===== src/rfa_pkg.sv =====
// Shared types and constants for the rational fraction ALU.
package rfa_pkg;

   // Fixed field widths
   localparam int unsigned DATA_W  = 32;
   localparam int unsigned NUM_W   = 64;
   localparam int unsigned DEN_W   = 63;
   localparam int unsigned KIND_W  = 3;
   localparam int unsigned ERR_W   = 2;

   // Default operand width used from each input field
   localparam int unsigned DEF_WIDTH = 32;

   typedef enum logic [KIND_W-1:0] {
      KIND_ADD = 3'd0,
      KIND_SUB = 3'd1,
      KIND_MUL = 3'd2,
      KIND_DIV = 3'd3,
      KIND_LT  = 3'd4,
      KIND_LE  = 3'd5,
      KIND_GT  = 3'd6,
      KIND_GE  = 3'd7
   } kind_type;

   typedef enum logic [ERR_W-1:0] {
      ERR_OK       = 2'd0,
      ERR_ZERO_DEN = 2'd1,
      ERR_DIV_ZERO = 2'd2,
      ERR_OVERFLOW = 2'd3
   } err_type;

endpackage


===== src/rfa_mul.sv =====
// Registered unsigned magnitude multiplier shared by all product steps.
module rfa_mul #(
   parameter int unsigned WIDTH = rfa_pkg::DEF_WIDTH
) (
   input  logic               clock,
   input  logic [WIDTH-1:0]   op_a,
   input  logic [WIDTH-1:0]   op_b,
   output logic [2*WIDTH-1:0] prod
);
   logic [2*WIDTH-1:0] prod_ff;
   logic [2*WIDTH-1:0] prod_in;

   // one product per cycle, result available in the following cycle
   assign prod_in = (2*WIDTH)'(op_a) * (2*WIDTH)'(op_b);

   always_ff @(posedge clock) begin
      prod_ff <= prod_in;
   end

   assign prod = prod_ff;
endmodule


===== config.mk =====
export PLATFORM = sky130hd
export DESIGN_NAME = rfa_mul
export DESIGN_NICKNAME = d
export VERILOG_FILES = /design/src/rfa_pkg.sv /design/src/rfa_mul.sv
export SDC_FILE = /design/constraint.sdc
export NUM_CORES = 2
export LEC_CHECK = 0
export ABC_AREA = 1
export BUFFER_PORTS_ARGS = -buffer_cell sky130_fd_sc_hd__buf_2
export CAP_MARGIN = 5
export CORE_ASPECT_RATIO = 2
export CORE_MARGIN = 2
export CORE_UTILIZATION = 45
export CTS_BUF_LIST = sky130_fd_sc_hd__clkbuf_16
export DETAILED_ROUTE_END_ITERATION = 8
export GPL_TIMING_DRIVEN = 1
export PLACE_DENSITY = 0.67
export SYNTH_ARGS = -nofsm -noshare
export SYNTH_HDL_FRONTEND = slang
export SYNTH_SLANG_ARGS = --single-unit

===== constraint.sdc =====
create_clock -name clock -period 8.6 [get_ports clock]
set_clock_uncertainty 0.05 [all_clocks]
set_input_delay 0.43 -clock clock [delete_from_list [all_inputs] [get_ports clock]]
set_output_delay 0.43 -clock clock [all_outputs]
set_load 0.03 [all_outputs]

==> summary.md <==
| Metric | Value |
|---|---|
| #FFs+latches synth | `64` |
| Sequential area share after synthesis | `under 10%` |
| Die Area | `about 0.086 sq mm` |
| # setup viols final | `0` |
| Post-Syn Area | `0.03739 sq mm` |
| Width of the die | `roughly 210 um` |
| Drc violations | `0` |
| Hold/Removal Path Class | `input pin to register` |
| Post-route antenna net violation count | `0` |
| Fill count | `8311` |
| Mux share of post-synthesis cell area | `0%` |
| Min-delay src | `op_b[0]` |
| GR Overflow Total | `0` |
| Final hold violation count | `0` |
| WP buf/inv | `6` |
| Setup CP Type | `input pin to register` |
| Slew Limit Fails | `0` |
| H-tree levels | `3` |
| Total Routing Usage GR | `27.62%` |
| Nature of the critical path startpoint | `input pin` |
| TritonCTS buffer count | `9` |
| Xor and xnor area share after synthesis | `0.8199%` |
| P&R area growth vs syn | `4.632%` |
| Core ar. | `0.08240 sq mm` |
| # Post-CTS Setup Buffers | `0` |
| CP max stage delay | `760 ps` |
| Post-Place Cell Area | `~0.039 sq mm` |
| Cell count after synthesis | `between 5000 and 6000` |
| Die height | `slightly above 400 um` |
| CTS tree | `done` |
| Max FFs per register | `64` |
| Via density per instance | `around 5.0` |
| Clock Sinks | `64` |
| CTS resizes | `0` |
| Clock Tree Buf Depth | `2` |
| Routed vias | `30160` |
| Starting DRC count in detailed routing | `between 1500 and 2000` |
| Yosys warns | `0` |
| Arr. time, crit path | `roughly 7500 ps` |
| Post-DP HPWL | `94130 um` |
| Vias in the first global route | `around 33000` |
| Antenna cell count | `0` |
| Kind of cell adding the most delay to the critical path | `adder cells` |
| Slew HR | `a little under a third` |
| Reg area | `approximately 0.0013 sq mm` |
| Row count | `around 150` |
| Critical-path cell list | `buf_2, nand2_1, fa_1, inv_1, fa_1, inv_1, fa_1, inv_1, fa_1, fa_1, fa_1, fa_1, fa_1, ha_1, nand2_1, nor2_2, inv_2, nor2_2, inv_1, nor2_1, nand2_1, nand2_1, xor2_1` |
| TNS Setup | `0 ps` |
| Post-synth cell types | `23` |
| CTS clk-pin slew, worst paths | `60 ps` |
| Multi-input combinational cell area | `slightly below 0.03 sq mm` |
| Synth Area in Simple Gates | `18.75%` |
| Avg Synthesized Cell Area | `roughly 7.4 sq um` |
| CP startpoint | `op_a[7]` |
| CTS hold repair buffers | `0` |
| Critical-path maximum fanout | `32` |
| Fraction of layout cells with a size suffix above 1 | `around 4.6%` |
| WP data required | `around 8800 ps` |
| Final nets | `about 6200` |
| Crit-path slowest cell | `buf_2` |
| Post-Route WL | `roughly 110000 um` |
| Initial antenna violation count | `3` |
| Number of cells after detailed placement | `a little over 6000` |
| Slew @ Worst Pin | `approximately 1000 ps` |
| RePlAce Congestion | `approximately 1` |
| Max cap viols | `0` |
| Design area | `roughly 0.039 sq mm` |
| CTS root buf | `clkbuf_16` |
| Synth Area in Adders | `between 50% and 60%` |
| Tmin final | `~7300 ps` |
| Non-Filler Instances | `approximately 6100` |
| FMAX | `0.1366 GHz` |
| # IOs | `129` |
| Status | `finished, final reports clean` |
| Starting Density | `between 40% and 50%` |
| Final Cycle Share | `85.11%` |
| Syn_nets | `6245` |
| Synth Area in Compound Gates | `less than 1%` |
| Cell mode on critical path | `fa_1` |
| Main combinational cell family by area after synthesis | `adder cells` |
| RSZ-0062 raised after global routing | `no` |
| DR WL/cell | `between 15 and 20 um` |
| Worst setup EP type | `register` |
| Drt first pass iters | `6` |
| I/O Buffers | `128` |
| First-pass GRT wire length | `~180000 um` |
| Pin count of the biggest net entering global routing | `33` |
-- cell families (layout without fill, tap and decap cells) --
| family | count (synthesis) | in the layout |
|---|---|---|
| AND/OR/NAND/NOR | 1778 | 1778 |
| XOR/XNOR | 35 | 35 |
| adder cells (fa/ha/maj) | 1159 | 1159 |
| buffers and inverters | 1927 | 1906 |
| flip-flops | 64 | 64 |
| AO/OA/AOI/OAI | 58 | 58 |
-- metal layers --
layer	routed length, um	track usage [%]	vias to the layer above
met5	27	0	-
met4	8948	18.55	4
met3	6190	3.004	422
met2	60740	51.69	1140
met1	37200	28.89	15030
li1	-	-	13560
-- Yosys cell counts, drive strengths merged --
| master | n | area [sq um] |
|---|---|---|
| xor2 | 33 | 289.0 |
| o21ai | 2 | 10.01 |
| nand4 | 16 | 100.1 |
| nand2 | 1578 | 5956 |
| dfxtp | 64 | 1281 |
| nor2 | 100 | 457.9 |
| inv | 1735 | 6513 |
| ha | 263 | 3291 |
| o21bai | 12 | 97.59 |
| clkbuf | 192 | 720.7 |
| nand3 | 66 | 365.3 |
| xnor2 | 2 | 17.52 |
| fa | 896 | 17940 |
| a21oi | 44 | 220.2 |
| nor3 | 18 | 132.6 |
-- worst min-delay path: cells and delay by family --
kind | cells | cell delay (ps)
buffers and inverters | 2 | 280
and+or+nand+nor | 1 | 120
-- cells in the final DEF, fill, tap and decap left out --
master	count
fa_1	896
buf_12	1
nor2_2	15
o21ai_0	2
xnor2_1	2
inv_1	1725
nand3_1	59
a21oi_1	44
nand4_1	16
clkinv_4	2
o21bai_1	10
nand2_2	13
nor3_2	4
clkinv_1	1
nor2_1	79
nand3_2	7
dfxtp_1	64
buf_4	26
nand2_1	1565
xor2_1	33
clkinv_2	1
nor2_4	6
buf_2	128
nor3_4	2
clkinvlp_4	3
inv_2	10
nor3_1	12
o21bai_2	2
ha_1	263
clkbuf_16	9
-- final cells by class --
class | instances | share of cell area [%]
Clock buffer | 9 | 0.5757
Clock inverter | 7 | 0.1247
Inverter | 1735 | 16.65
Multi-Input combinational cell | 3030 | 73.81
Sequential cell | 64 | 3.275
Tap cell | 1057 | 3.381
Timing Repair Buffer | 155 | 2.188
-- worst paths after layout --
check | to | slack [ps] | depth (start not counted)
setup / recovery | prod[32] | 1280 | 23
hold / removal | prod[0] | 460 | 3
-- metrics by stage --
step	hold WS [ps]	utilization, %	setup slack (ps)
2_1_floorplan	477.6	-	2305
4_1_cts	454.1	47.47	1336
3_5_place_dp	813.7	47.14	977.9
5_1_grt	491.8	47.47	1060
6_report	456.4	47.47	1280
3_3_place_gp	815.4	47.14	1000
Power is left out: the tool's default activity adds up to more than one toggle a clock period on the data nets, which glitch-free logic cannot reach.
