### config.mk
export PLATFORM = sky130hd
export DESIGN_NAME = rfa_div
export DESIGN_NICKNAME = d
export VERILOG_FILES = /design/src/rfa_pkg.sv /design/src/rfa_div.sv
export SDC_FILE = /design/constraint.sdc
export NUM_CORES = 1
export LEC_CHECK = 0
export BUFFER_PORTS_ARGS = -buffer_cell sky130_fd_sc_hd__buf_4
export CAP_MARGIN = 20
export CORE_MARGIN = 10
export CORE_UTILIZATION = 50
export CTS_BUF_LIST = sky130_fd_sc_hd__clkbuf_8
export DETAILED_ROUTE_END_ITERATION = 10
export GPL_ROUTABILITY_DRIVEN = 0
export GPL_TIMING_DRIVEN = 0
export PLACE_DENSITY = 0.79
export SLEW_MARGIN = 10
export SYNTH_ARGS = -nofsm -noshare
export SYNTH_HDL_FRONTEND = slang
export SYNTH_SLANG_ARGS = --single-unit
### constraint.sdc
create_clock -name clock -period 6.4 [get_ports clock]
set_clock_uncertainty 0.1 [all_clocks]
set_input_delay 0.96 -clock clock [delete_from_list [all_inputs] [get_ports clock]]
set_output_delay 0.96 -clock clock [all_outputs]
set_load 0.005 [all_outputs]
### src/rfa_pkg.sv
// Shared types and constants for the rational fraction ALU.
package rfa_pkg;

   // Fixed field widths
   localparam int unsigned DATA_W  = 32;
   localparam int unsigned NUM_W   = 64;
   localparam int unsigned DEN_W   = 63;
   localparam int unsigned KIND_W  = 3;
   localparam int unsigned ERR_W   = 2;

   // Default operand width used from each input field
   localparam int unsigned DEF_WIDTH = 32;

   typedef enum logic [KIND_W-1:0] {
      KIND_ADD = 3'd0,
      KIND_SUB = 3'd1,
      KIND_MUL = 3'd2,
      KIND_DIV = 3'd3,
      KIND_LT  = 3'd4,
      KIND_LE  = 3'd5,
      KIND_GT  = 3'd6,
      KIND_GE  = 3'd7
   } kind_type;

   typedef enum logic [ERR_W-1:0] {
      ERR_OK       = 2'd0,
      ERR_ZERO_DEN = 2'd1,
      ERR_DIV_ZERO = 2'd2,
      ERR_OVERFLOW = 2'd3
   } err_type;

endpackage

### src/rfa_div.sv
// Restoring divider: one quotient bit per cycle.
module rfa_div #(
   parameter int unsigned VAL_W = rfa_pkg::NUM_W
) (
   input  logic             clock,
   input  logic             reset,
   input  logic             start,
   input  logic [VAL_W-1:0] dividend,
   input  logic [VAL_W-1:0] divisor,
   output logic             done,
   output logic [VAL_W-1:0] quo
);
   localparam int unsigned CNT_W = $clog2(VAL_W) + 1;

   logic             busy_ff, busy_in;
   logic             done_ff, done_in;
   logic [CNT_W-1:0] cnt_ff, cnt_in;
   logic [VAL_W-1:0] rem_ff, rem_in;
   logic [VAL_W-1:0] quo_ff, quo_in;
   logic [VAL_W-1:0] dvs_ff, dvs_in;
   logic [VAL_W:0]   rem_sh;
   logic [VAL_W:0]   diff;

   assign rem_sh = {rem_ff, quo_ff[VAL_W-1]};
   assign diff   = rem_sh - {1'b0, dvs_ff};

   // shift, trial subtract, restore
   always_comb begin
      busy_in = busy_ff;
      done_in = 1'b0;
      cnt_in  = cnt_ff;
      rem_in  = rem_ff;
      quo_in  = quo_ff;
      dvs_in  = dvs_ff;
      if (start) begin
         busy_in = 1'b1;
         cnt_in  = '0;
         rem_in  = '0;
         quo_in  = dividend;
         dvs_in  = divisor;
      end else if (busy_ff) begin
         if (!diff[VAL_W]) begin
            rem_in = diff[VAL_W-1:0];
            quo_in = {quo_ff[VAL_W-2:0], 1'b1};
         end else begin
            rem_in = rem_sh[VAL_W-1:0];
            quo_in = {quo_ff[VAL_W-2:0], 1'b0};
         end
         cnt_in = cnt_ff + CNT_W'(1);
         if (cnt_ff == CNT_W'(VAL_W - 1)) begin
            busy_in = 1'b0;
            done_in = 1'b1;
         end
      end
   end

   always_ff @(posedge clock) begin
      if (reset) begin
         busy_ff <= 1'b0;
         done_ff <= 1'b0;
      end else begin
         busy_ff <= busy_in;
         done_ff <= done_in;
      end
      cnt_ff <= cnt_in;
      rem_ff <= rem_in;
      quo_ff <= quo_in;
      dvs_ff <= dvs_in;
   end

   assign done = done_ff;
   assign quo  = quo_ff;
endmodule
==> flow_metrics.py, run 1 <==
metrics = {
    "outcome": {
        "status": "completed",
    },
    "sta": {
        "setup_violations": 0,
        "fmax_ghz": 0.224,
        "slew_violations": 0,
        "worstMarginPinSlew_ns": 0.909,
        "rsz0062_at_grt": "no",
        "relSlewSlack_pct": 38.9,
        "fin_tns_setup_ns": 0,
        "period_share_pct": 69.8,
        "final_hold_viol_count": 0,
        "fin_hold_ws_ns": 0.386,
        "post-route-min-period_ns": 4.47,
    },
    "clocking": {
        "cts_root_buf": "clkbuf_8",
        "post_cts_resized": 0,
        "cts_buffers": 37,
        "insertion_delay_ns": 0.55,
        "clk_pin_slew_ns": 0.06,
        "cts_sinks": 201,
        "clock_path_buffers": 3,
        "htree_levels": 2,
        "postCtsHoldBufs": 0,
        "cts_setup_buffers": 0,
        "cts_tree": "yes",
    },
    "worst_setup_path": {
        "crit_path_start_kind": "register",
        "crit_end": "rem_ff[28]$_SDFFE_PP0P_",
        "crit_start": "quo[63]$_DFFE_PP_",
        "worstPathCellList": "inv_1 > ha_1 > fa_1 > nand2b_1 > a21oi_1 > o211ai_1 > a311oi_2 > o311ai_2 > a21boi_2 > or2_1 > buf_6 > o311ai_4 > buf_2 > nand2_1 > a311oi_1",
        "crit_fanout": 10,
        "path_buf_inv": 3,
        "cp_top_family": "compound AO/OA/AOI/OAI gates",
        "slowest_delay_ns": 0.53,
        "cp.depth": 15,
        "crit_slowest_cell": "o311ai_4",
        "cp_data_required_time_ns": 6.73,
        "critPathArrivalTime_ns": 4.80,
        "worst-setup-path-type": "reg2reg",
        "rr_endpoint": "rem_ff[28]$_SDFFE_PP0P_",
        "r2r_slack_ns": 1.93,
        "worstReg2RegStart": "quo[63]$_DFFE_PP_",
        "reg2reg_depth": 15,
        "worst_setup_path_end_kind": "register",
    },
    "die": {
        "num_rows": 57,
        "start_util_pct": 50.6,
        "core-area_um2": 24200,
        "die_area_um2": 31100,
        "die_h_um": 176,
        "fp.dieW_um": 176,
        "io_pins": 196,
    },
    "route": {
        "drtAntennaViolNets": 0,
        "detail_route.wl_per_cell_um": 19.3,
        "dr.pass1.iters": 8,
        "wl_mm": 35.7,
        "vias": 10675,
        "first_iter_violations": 738,
        "drcViolationCount": 0,
        "vias_per_cell": 5.76,
    },
    "global_route": {
        "antenna_found_initial": 0,
        "grt.overflow.total": 0,
        "grt_pass1_wl_mm": 56.0,
        "grt_start_max_net_pins": 66,
        "grt_pass1_vias": 10653,
        "grt_use_total_pct": 22.2,
    },
    "finish": {
        "nets": 1698,
        "drive_gt1_share_pct": 22.6,
        "diodes": 0,
        "design_area_um2": 14800,
        "area_delta_synth_final_pct": 20.8,
        "nFillCells": 2061,
    },
    "synthesis": {
        "synth.area.top_cells": "edfxtp_1 31%, dfxtp_1 12%, ha_1 6.7%",
        "ys_seq_area_share_pct": 43.4,
        "syn_avg_cell_area_um2": 9.65,
        "syn_inst": 1267,
        "synth-seq-cells": 201,
        "synth_fp_nets": 1464,
        "ys_warn_count": 0,
        "yosysTopAreaCell": "edfxtp_1",
        "synth_ff_type": "edfxtp_1",
        "synthArstFlopShare_pct": 0,
        "synthesis.area_um2": 12200,
        "synth_edf_count": 128,
        "synth_top_area_share_pct": 31.4,
        "synthDistinctLibCells": 75,
    },
    "worst_hold_path": {
        "hp-start": "cnt_ff[6]$_SDFFE_PP0P_",
        "hold_path_class": "reg2reg",
    },
    "place": {
        "dp_hpwl_mm": 26.7,
        "placed_area_um2": 14100,
        "portBuffers": 195,
    },
    "power": {
        "ir_drop_uv": 228,
        "p_per_area_nw_per_um2": 238,
        "p_leak_nw": 6.12,
        "finalPower_mw": 3.52,
    },
    "flow_run": {
        "cap_violations": 0,
    },
}
-- metrics by stage --
stage / utilization (%) / std cells / setup WS [ns]
2_1_floorplan: - / 1267 / 2.91
3_3_place_gp: 58.3 / 1786 / 1.15
3_5_place_dp: 58.3 / 1786 / 2.04
4_1_cts: 61.1 / 1854 / 2.02
5_1_grt: 61.1 / 1854 / 1.77
6_report: 61.1 / 1854 / 1.93
-- worst min path at each step --
| stage | to | slack (ns) | cells past startpoint |
|---|---|---|---|
| floorplan | rem_ff[32]$_SDFFE_PP0P_ | 0.35 | 2 |
| global placement | cnt_ff[6]$_SDFFE_PP0P_ | 0.37 | 2 |
| detailed placement | cnt_ff[6]$_SDFFE_PP0P_ | 0.37 | 2 |
| CTS | cnt_ff[6]$_SDFFE_PP0P_ | 0.38 | 2 |
| global route | rem_ff[48]$_SDFFE_PP0P_ | 0.41 | 2 |
| finish | cnt_ff[6]$_SDFFE_PP0P_ | 0.39 | 2 |
-- cell usage in the layout (no fill, tap or decap), types with 58 or more instances in the layout --
cell type  netlist  layout
a21oi_1         93      93
nand2_1        142     142
ha_1            65      65
o21ai_0         58      58
inv_1           83     101
mux2_2          63      63
nor2_1          98      98
dfxtp_1         73      73
buf_4            4     199
edfxtp_1       128     128
-- final cells by class --
class	count	area, um2	area share (%)
multi-input combinational	909	6260	42.4
sequential	201	5310	35.9
timing repair buffer	195	1460	9.91
clock buffer	40	551	3.73
tap	324	405	2.75
buffer	74	349	2.36
inverter	83	314	2.13
clock inverter	28	123	0.830
-- Yosys cell counts, types with 3 or more instances --
library cell / instances
xor2_1: 25
o211a_1: 3
o311a_1: 3
a311oi_1: 19
or2_2: 3
a21o_1: 22
or3_1: 4
edfxtp_1: 128
nand2_1: 142
a31oi_1: 7
buf_4: 4
nor4b_1: 3
nor3_1: 23
and3_1: 9
nand4_1: 33
buf_6: 5
mux2_2: 63
clkbuf_1: 45
nand3_1: 14
a211oi_1: 27
a21boi_0: 7
xnor2_1: 31
o21a_1: 19
nor4_1: 3
inv_1: 83
a21oi_2: 5
a21oi_1: 93
o31ai_1: 6
mux2i_1: 35
o21ai_0: 58
a22oi_1: 4
buf_2: 15
a311o_1: 3
o21bai_1: 12
nor2_1: 98
nand2b_1: 7
buf_1: 5
dfxtp_1: 73
ha_1: 65
nor2b_1: 7
o211ai_1: 8
-- tightest hold or removal path: cells and delay by family (launching register included) --
family / cells / cell delay, ns
flip-flops: 1 / 0.31
AO/OA/AOI/OAI: 2 / 0.13
-- power breakdown --
group,internal [mW],leakage (nW),switching (mW),total [mW]
clock,0.581,0.420,0.562,1.14
sequential,1.50,1.87,0.0611,1.56
combinational,0.352,3.83,0.461,0.812
-- cell families after synthesis --
| logic type | after synthesis | share of synthesized area, % |
|---|---|---|
| compound gates | 331 | 18.4 |
| simple gates | 357 | 13.2 |
| flops | 201 | 43.4 |
| xor+xnor | 56 | 4.01 |
| mux | 99 | 8.76 |
| fa+ha+maj | 66 | 6.82 |
| buf+inv | 157 | 5.40 |
-- sequential cells by signal, summed over array words and instances (netlist names) --
name and cells:
dvs_ff 64, quo 64, rem_ff 64, cnt_ff 7, busy_ff 1, done 1
-- metal layers --
| metal | wire [um] | GRT usage [%] |
|---|---|---|
| met5 | 0 | 0 |
| met4 | 832 | 6.27 |
| met3 | 3840 | 7.69 |
| met2 | 16900 | 37.5 |
| met1 | 14100 | 26.4 |
Power figures use the tool's default switching activity.
==> inputs of run 2 (changes only) <==
--- a/config.mk
+++ b/config.mk
@@ -13,7 +13,7 @@
 export DETAILED_ROUTE_END_ITERATION = 10
 export GPL_ROUTABILITY_DRIVEN = 0
 export GPL_TIMING_DRIVEN = 0
-export PLACE_DENSITY = 0.79
+export PLACE_DENSITY = 0.82
 export SLEW_MARGIN = 10
 export SYNTH_ARGS = -nofsm -noshare
 export SYNTH_HDL_FRONTEND = slang
==> constraint.sdc (replaced) <==
create_clock -name clock -period 3.9 [get_ports clock]
set_clock_uncertainty 0.1 [all_clocks]
set_input_delay 0.585 -clock clock [delete_from_list [all_inputs] [get_ports clock]]
set_output_delay 0.585 -clock clock [all_outputs]
set_load 0.005 [all_outputs]
==> flow_metrics.py, run 2 (synthesized netlist as in run 1, its figures left out) <==
metrics = {
    "worst_hold_path": {
        "hold_path_class": "in2reg",
        "hold_depth": 1,
        "hp-start": "divisor[4]",
        "whs_endpoint": "dvs_ff[4]$_DFFE_PP_",
    },
    "place": {
        "dp_cells": 1786,
        "dp_hpwl_mm": 26.7,
        "portBuffers": 195,
        "placed_area_um2": 14100,
    },
    "finish": {
        "fin_cells": 1871,
        "nFillCells": 1949,
        "final_cell_mix": "206 x buf_4, 133 x nand2_1, 128 x edfxtp_1, 98 x nor2_1, 94 x inv_1",
        "diodes": 0,
        "nets": 1715,
        "mostFrequentLayoutCell": "buf_4",
        "drive_gt1_share_pct": 26.4,
        "design_area_um2": 15400,
        "area_delta_synth_final_pct": 25.8,
    },
    "worst_setup_path": {
        "worst-setup-path-type": "reg2reg",
        "cp.depth": 18,
        "crit_slowest_cell": "a311oi_4",
        "worst_setup_path_end_kind": "register",
        "crit_path_start_kind": "register",
        "cp_common_cell": "buf_6",
        "cp_top_family": "compound AO/OA/AOI/OAI gates",
        "critPathArrivalTime_ns": 4.21,
        "reg2reg_depth": 18,
        "slowest_delay_ns": 0.40,
        "worstReg2RegStart": "quo[63]$_DFFE_PP_",
        "cp_data_required_time_ns": 4.24,
        "worstPathCellList": "inv_1 > ha_2 > fa_2 > nand2b_4 > a21oi_4 > o211ai_1 > buf_4 > a311oi_4 > o311ai_4 > a21boi_2 > or2_1 > buf_6 > o311a_1 > buf_6 > buf_12 > clkbuf_16 > nand2_2 > a311oi_2",
        "r2r_slack_ns": 0.03,
        "rr_endpoint": "rem_ff[45]$_SDFFE_PP0P_",
        "path_buf_inv": 6,
        "crit_fanout": 6,
    },
    "flow_run": {
        "cap_violations": 0,
    },
    "clocking": {
        "insertion_delay_ns": 0.55,
        "cts_buffers": 37,
        "cts_sinks": 201,
        "clock_path_buffers": 3,
        "clk_pin_slew_ns": 0.07,
        "htree_levels": 2,
        "cts_tree": "yes",
        "cts_root_buf": "clkbuf_8",
    },
    "die": {
        "fp.dieW_um": 176,
        "die_area_um2": 31100,
        "core-area_um2": 24200,
        "die_h_um": 176,
        "num_rows": 57,
        "start_util_pct": 50.6,
        "io_pins": 196,
    },
    "route": {
        "dr.pass1.iters": 6,
        "vias": 10852,
        "drtAntennaViolNets": 0,
        "drcViolationCount": 0,
        "vias_per_cell": 5.80,
        "wl_mm": 36.8,
        "first_iter_violations": 934,
        "detail_route.wl_per_cell_um": 19.7,
    },
    "power": {
        "p_sw_mw": 1.84,
        "ir_drop_uv": 308,
        "p_clk_share_pct": 35.0,
        "p_leak_nw": 6.33,
        "seqPwrFrac_pct": 42.0,
        "p_per_area_nw_per_um2": 397,
        "power.internal_mw": 4.27,
        "sw_frac_of_total_pct": 30.1,
        "combPwrFrac_pct": 23.0,
    },
    "sta": {
        "final_hold_viol_count": 0,
        "period_share_pct": 99.1,
        "rsz0062_at_grt": "yes",
        "worstMarginPinSlew_ns": 0.941,
        "setup_violations": 0,
        "relSlewSlack_pct": 37.3,
        "post-route-min-period_ns": 3.87,
        "fmax_ghz": 0.259,
        "slew_violations": 0,
        "fin_hold_ws_ns": 0.105,
    },
    "global_route": {
        "grt_use_total_pct": 22.3,
        "antenna_found_initial": 0,
        "grt_start_max_net_pins": 66,
        "grt_pass1_wl_mm": 56.0,
        "grt.overflow.total": 0,
        "grt_pass1_vias": 10887,
    },
    "outcome": {
        "status": "completed",
    },
}
## run 2: changes by cell type in the layout (fill, tap and decap cells not counted), moves of 5 or more
cell | before | now
a311oi_1 | 19 | 7
buf_4 | 199 | 206
a311oi_2 | 2 | 13
nand2_2 | 0 | 7
inv_1 | 101 | 94
buf_12 | 0 | 5
nand2_1 | 142 | 133
## run 2: cell type report
cell class	instances	area [um2]	share of cell area, %
multi-input cells	909	6480	42.1
flip-flops and latches	201	5310	34.5
repair buffers	212	1660	10.8
clock buffers	42	578	3.76
plain buffers	74	429	2.79
well taps	324	405	2.64
inverters	83	314	2.04
clock inverters	26	200	1.30
## run 2: timing repair
item / CTS / global route
hold buffers: 0 / 0
setup endpoints to repair: 64 / 64
pin swaps: 6 / 29
buffers inserted: 7 / 8
gates resized for setup: 11 / 59
gates cloned: 0 / 3
hold endpoints to repair: 0 / 0
## run 2: per-layer routing
| metal | GRT usage [%] | wire length (um) |
|---|---|---|
| met5 | 0 | 0 |
| met4 | 8.58 | 1310 |
| met3 | 7.58 | 3920 |
| met2 | 37.1 | 17300 |
| met1 | 25.9 | 14300 |
## run 2: worst max-delay path by stage
stage,from,endpoint
2_1_floorplan,quo[63]$_DFFE_PP_,rem_ff[38]$_SDFFE_PP0P_
3_3_place_gp,start,quo[62]$_DFFE_PP_
3_5_place_dp,quo[63]$_DFFE_PP_,rem_ff[49]$_SDFFE_PP0P_
4_1_cts,quo[63]$_DFFE_PP_,rem_ff[0]$_SDFFE_PP0P_
5_1_grt,quo[63]$_DFFE_PP_,rem_ff[2]$_SDFFE_PP0P_
6_report,quo[63]$_DFFE_PP_,rem_ff[45]$_SDFFE_PP0P_
## run 2: stage by stage
step	total power [mW]	utilization [%]	setup slack, ns	TNS (ns)
floorplan	3.43	-	0.414	0
global placement	3.88	58.3	-0.895	-72.73
detailed placement	3.92	58.3	-0.444	-18.84
CTS	6.08	61.9	0.0108	0
global route	6.39	63.6	-0.0566	-0.511
finish	6.11	63.6	0.0341	0
## run 2: power groups by stage
stage                     Sequential, mW  Clock (mW)  Combinational (mW)
final                               2.56        2.14                1.41
after global routing                2.58        2.27                1.54
after CTS                           2.56        2.18                1.33
after detailed placement            2.60           0                1.31
after global placement              2.60           0                1.28
after floorplan                     2.58           0               0.851
==> inputs of run 3 (changes only) <==
--- a/config.mk
+++ b/config.mk
@@ -13,7 +13,7 @@
 export DETAILED_ROUTE_END_ITERATION = 10
 export GPL_ROUTABILITY_DRIVEN = 0
 export GPL_TIMING_DRIVEN = 0
-export PLACE_DENSITY = 0.82
+export PLACE_DENSITY = 0.75
 export SLEW_MARGIN = 10
 export SYNTH_ARGS = -nofsm -noshare
 export SYNTH_HDL_FRONTEND = slang
==> flow_metrics.py, run 3 (synthesized netlist as in run 1, its figures left out) <==
metrics = {
    "route": {
        "dr.pass1.iters": 6,
        "drtAntennaViolNets": 0,
        "vias": 10795,
        "first_iter_violations": 791,
        "detail_route.wl_per_cell_um": 19.8,
        "drcViolationCount": 0,
        "wl_mm": 36.8,
        "vias_per_cell": 5.80,
    },
    "clocking": {
        "postCtsHoldBufs": 0,
        "insertion_delay_ns": 0.56,
        "clk_pin_slew_ns": 0.07,
        "htree_levels": 2,
        "cts_sinks": 201,
        "cts_buffers": 36,
        "cts_tree": "yes",
        "clock_path_buffers": 3,
        "cts_root_buf": "clkbuf_8",
    },
    "global_route": {
        "met3_usage_pct": 7.39,
        "use_met2_pct": 37.5,
        "grt_use_total_pct": 22.7,
        "grt_pass1_vias": 10966,
        "grt_start_max_net_pins": 66,
        "grtUsageMet1_pct": 27.1,
        "grt.overflow.total": 0,
        "grt_pass1_wl_mm": 57.1,
        "antenna_found_initial": 0,
        "busiest_layer": "met2",
    },
    "sta": {
        "setup_violations": 20,
        "setup_ws_ns": -0.0807,
        "rsz0062_at_grt": "yes",
        "post-route-min-period_ns": 3.98,
        "fin_tns_setup_ns": -1.04,
        "worstMarginPinSlew_ns": 1.00,
        "period_share_pct": 102,
        "slew_violations": 0,
        "final_hold_viol_count": 0,
        "fmax_ghz": 0.251,
        "relSlewSlack_pct": 33.0,
    },
    "power": {
        "p_leak_nw": 6.23,
        "p_clk_share_pct": 36.1,
        "sw_frac_of_total_pct": 29.3,
        "p_sw_mw": 1.81,
        "seqPwrFrac_pct": 41.5,
        "power.internal_mw": 4.37,
        "finalPower_mw": 6.17,
        "p_per_area_nw_per_um2": 405,
        "combPwrFrac_pct": 22.4,
        "ir_drop_uv": 369,
    },
    "die": {
        "num_rows": 57,
        "core-area_um2": 24200,
        "die_area_um2": 31100,
        "io_pins": 196,
        "die_h_um": 176,
        "fp.dieW_um": 176,
        "start_util_pct": 50.6,
    },
    "finish": {
        "diodes": 0,
        "drive_gt1_share_pct": 25.4,
        "nFillCells": 1978,
        "mostFrequentLayoutCell": "buf_4",
        "multi_input_area_um2": 6430,
        "design_area_um2": 15200,
        "final_cell_mix": "202 x buf_4, 139 x nand2_1, 128 x edfxtp_1, 98 x nor2_1",
        "ff_latch_area_um2": 5310,
        "nets": 1706,
        "area_delta_synth_final_pct": 24.6,
    },
    "worst_setup_path": {
        "worstPathCellList": "inv_1 > ha_2 > fa_2 > nand2b_4 > a21oi_4 > o211ai_1 > a311oi_2 > o311ai_4 > a21boi_2 > or2_1 > buf_6 > o311ai_4 > buf_6 > nand2_1 > a311oi_1",
        "worst_setup_path_end_kind": "register",
        "crit_path_start_kind": "register",
        "slowest_delay_ns": 0.60,
        "cp_top_family": "compound AO/OA/AOI/OAI gates",
        "crit_slowest_cell": "o311ai_4",
        "cp.depth": 15,
        "reg2reg_depth": 15,
        "cp_data_required_time_ns": 4.24,
        "crit_fanout": 7,
        "critPathArrivalTime_ns": 4.32,
        "worst-setup-path-type": "reg2reg",
        "path_buf_inv": 3,
    },
    "outcome": {
        "status": "finished with violations",
        "violations": "setup timing",
    },
    "flow_run": {
        "cap_violations": 0,
    },
    "place": {
        "portBuffers": 195,
        "dp_hpwl_mm": 26.8,
        "placed_area_um2": 14100,
    },
    "worst_hold_path": {
        "hold_depth": 1,
        "hold_path_class": "in2reg",
    },
}
[run 3: cell count changes in the layout (fill, tap and decap cells not counted), sizes merged]
cell      before  now
buf          238  233
inv           97   93
bufinv         3    4
clkbuf        90   89
clkinvlp       1    0
[run 3: final cells by class]
| class | instances | share of cell area (%) |
|---|---|---|
| multi-input combinational | 909 | 42.2 |
| sequential | 201 | 34.8 |
| timing repair buffer | 205 | 10.2 |
| clock buffer | 44 | 3.97 |
| tap | 324 | 2.66 |
| buffer | 73 | 2.63 |
| inverter | 83 | 2.06 |
| clock inverter | 22 | 1.45 |
[run 3: worst paths after layout]
path                                from                       to  slack, ns
setup / recovery       quo[63]$_DFFE_PP_  rem_ff[29]$_SDFFE_PP0P_      -0.08
hold / removal                divisor[2]      dvs_ff[2]$_DFFE_PP_        0.1
setup reg to reg       quo[63]$_DFFE_PP_  rem_ff[29]$_SDFFE_PP0P_      -0.08
hold reg to reg   cnt_ff[5]$_SDFFE_PP0P_   cnt_ff[5]$_SDFFE_PP0P_       0.39
[run 3: per-stage QoR]
step / util, % / instances / setup WS [ns] / hold slack (ns)
final: 63.0 / 1861 / -0.0807 / 0.0994
after global routing: 63.0 / 1861 / -0.138 / 0.0765
after CTS: 62.3 / 1859 / -0.0314 / 0.0706
after detailed placement: 58.3 / 1786 / -0.493 / 0.378
after global placement: 58.3 / 1786 / -0.913 / 0.365
after floorplan: - / 1267 / 0.414 / 0.353
[run 3: timing repair]
action / CTS / global route
gates cloned: 0 / 2
buffers inserted: 8 / 8
setup endpoints to repair: 64 / 64
pin swaps: 8 / 16
resized for setup: 21 / 34
[run 3: metal layers]
metal	vias up	part of all wire, %
li1	5131	-
met1	5094	39
met2	470	47
met3	100	9.9
met4	0	3.5
met5	-	0
[run 3: power groups by stage]
stage	registers, mW	logic [mW]	clock network (mW)
6_report	2.56	1.38	2.23
3_5_place_dp	2.60	1.32	0
5_1_grt	2.58	1.52	2.37
3_3_place_gp	2.60	1.29	0
4_1_cts	2.56	1.34	2.28
2_1_floorplan	2.58	0.851	0
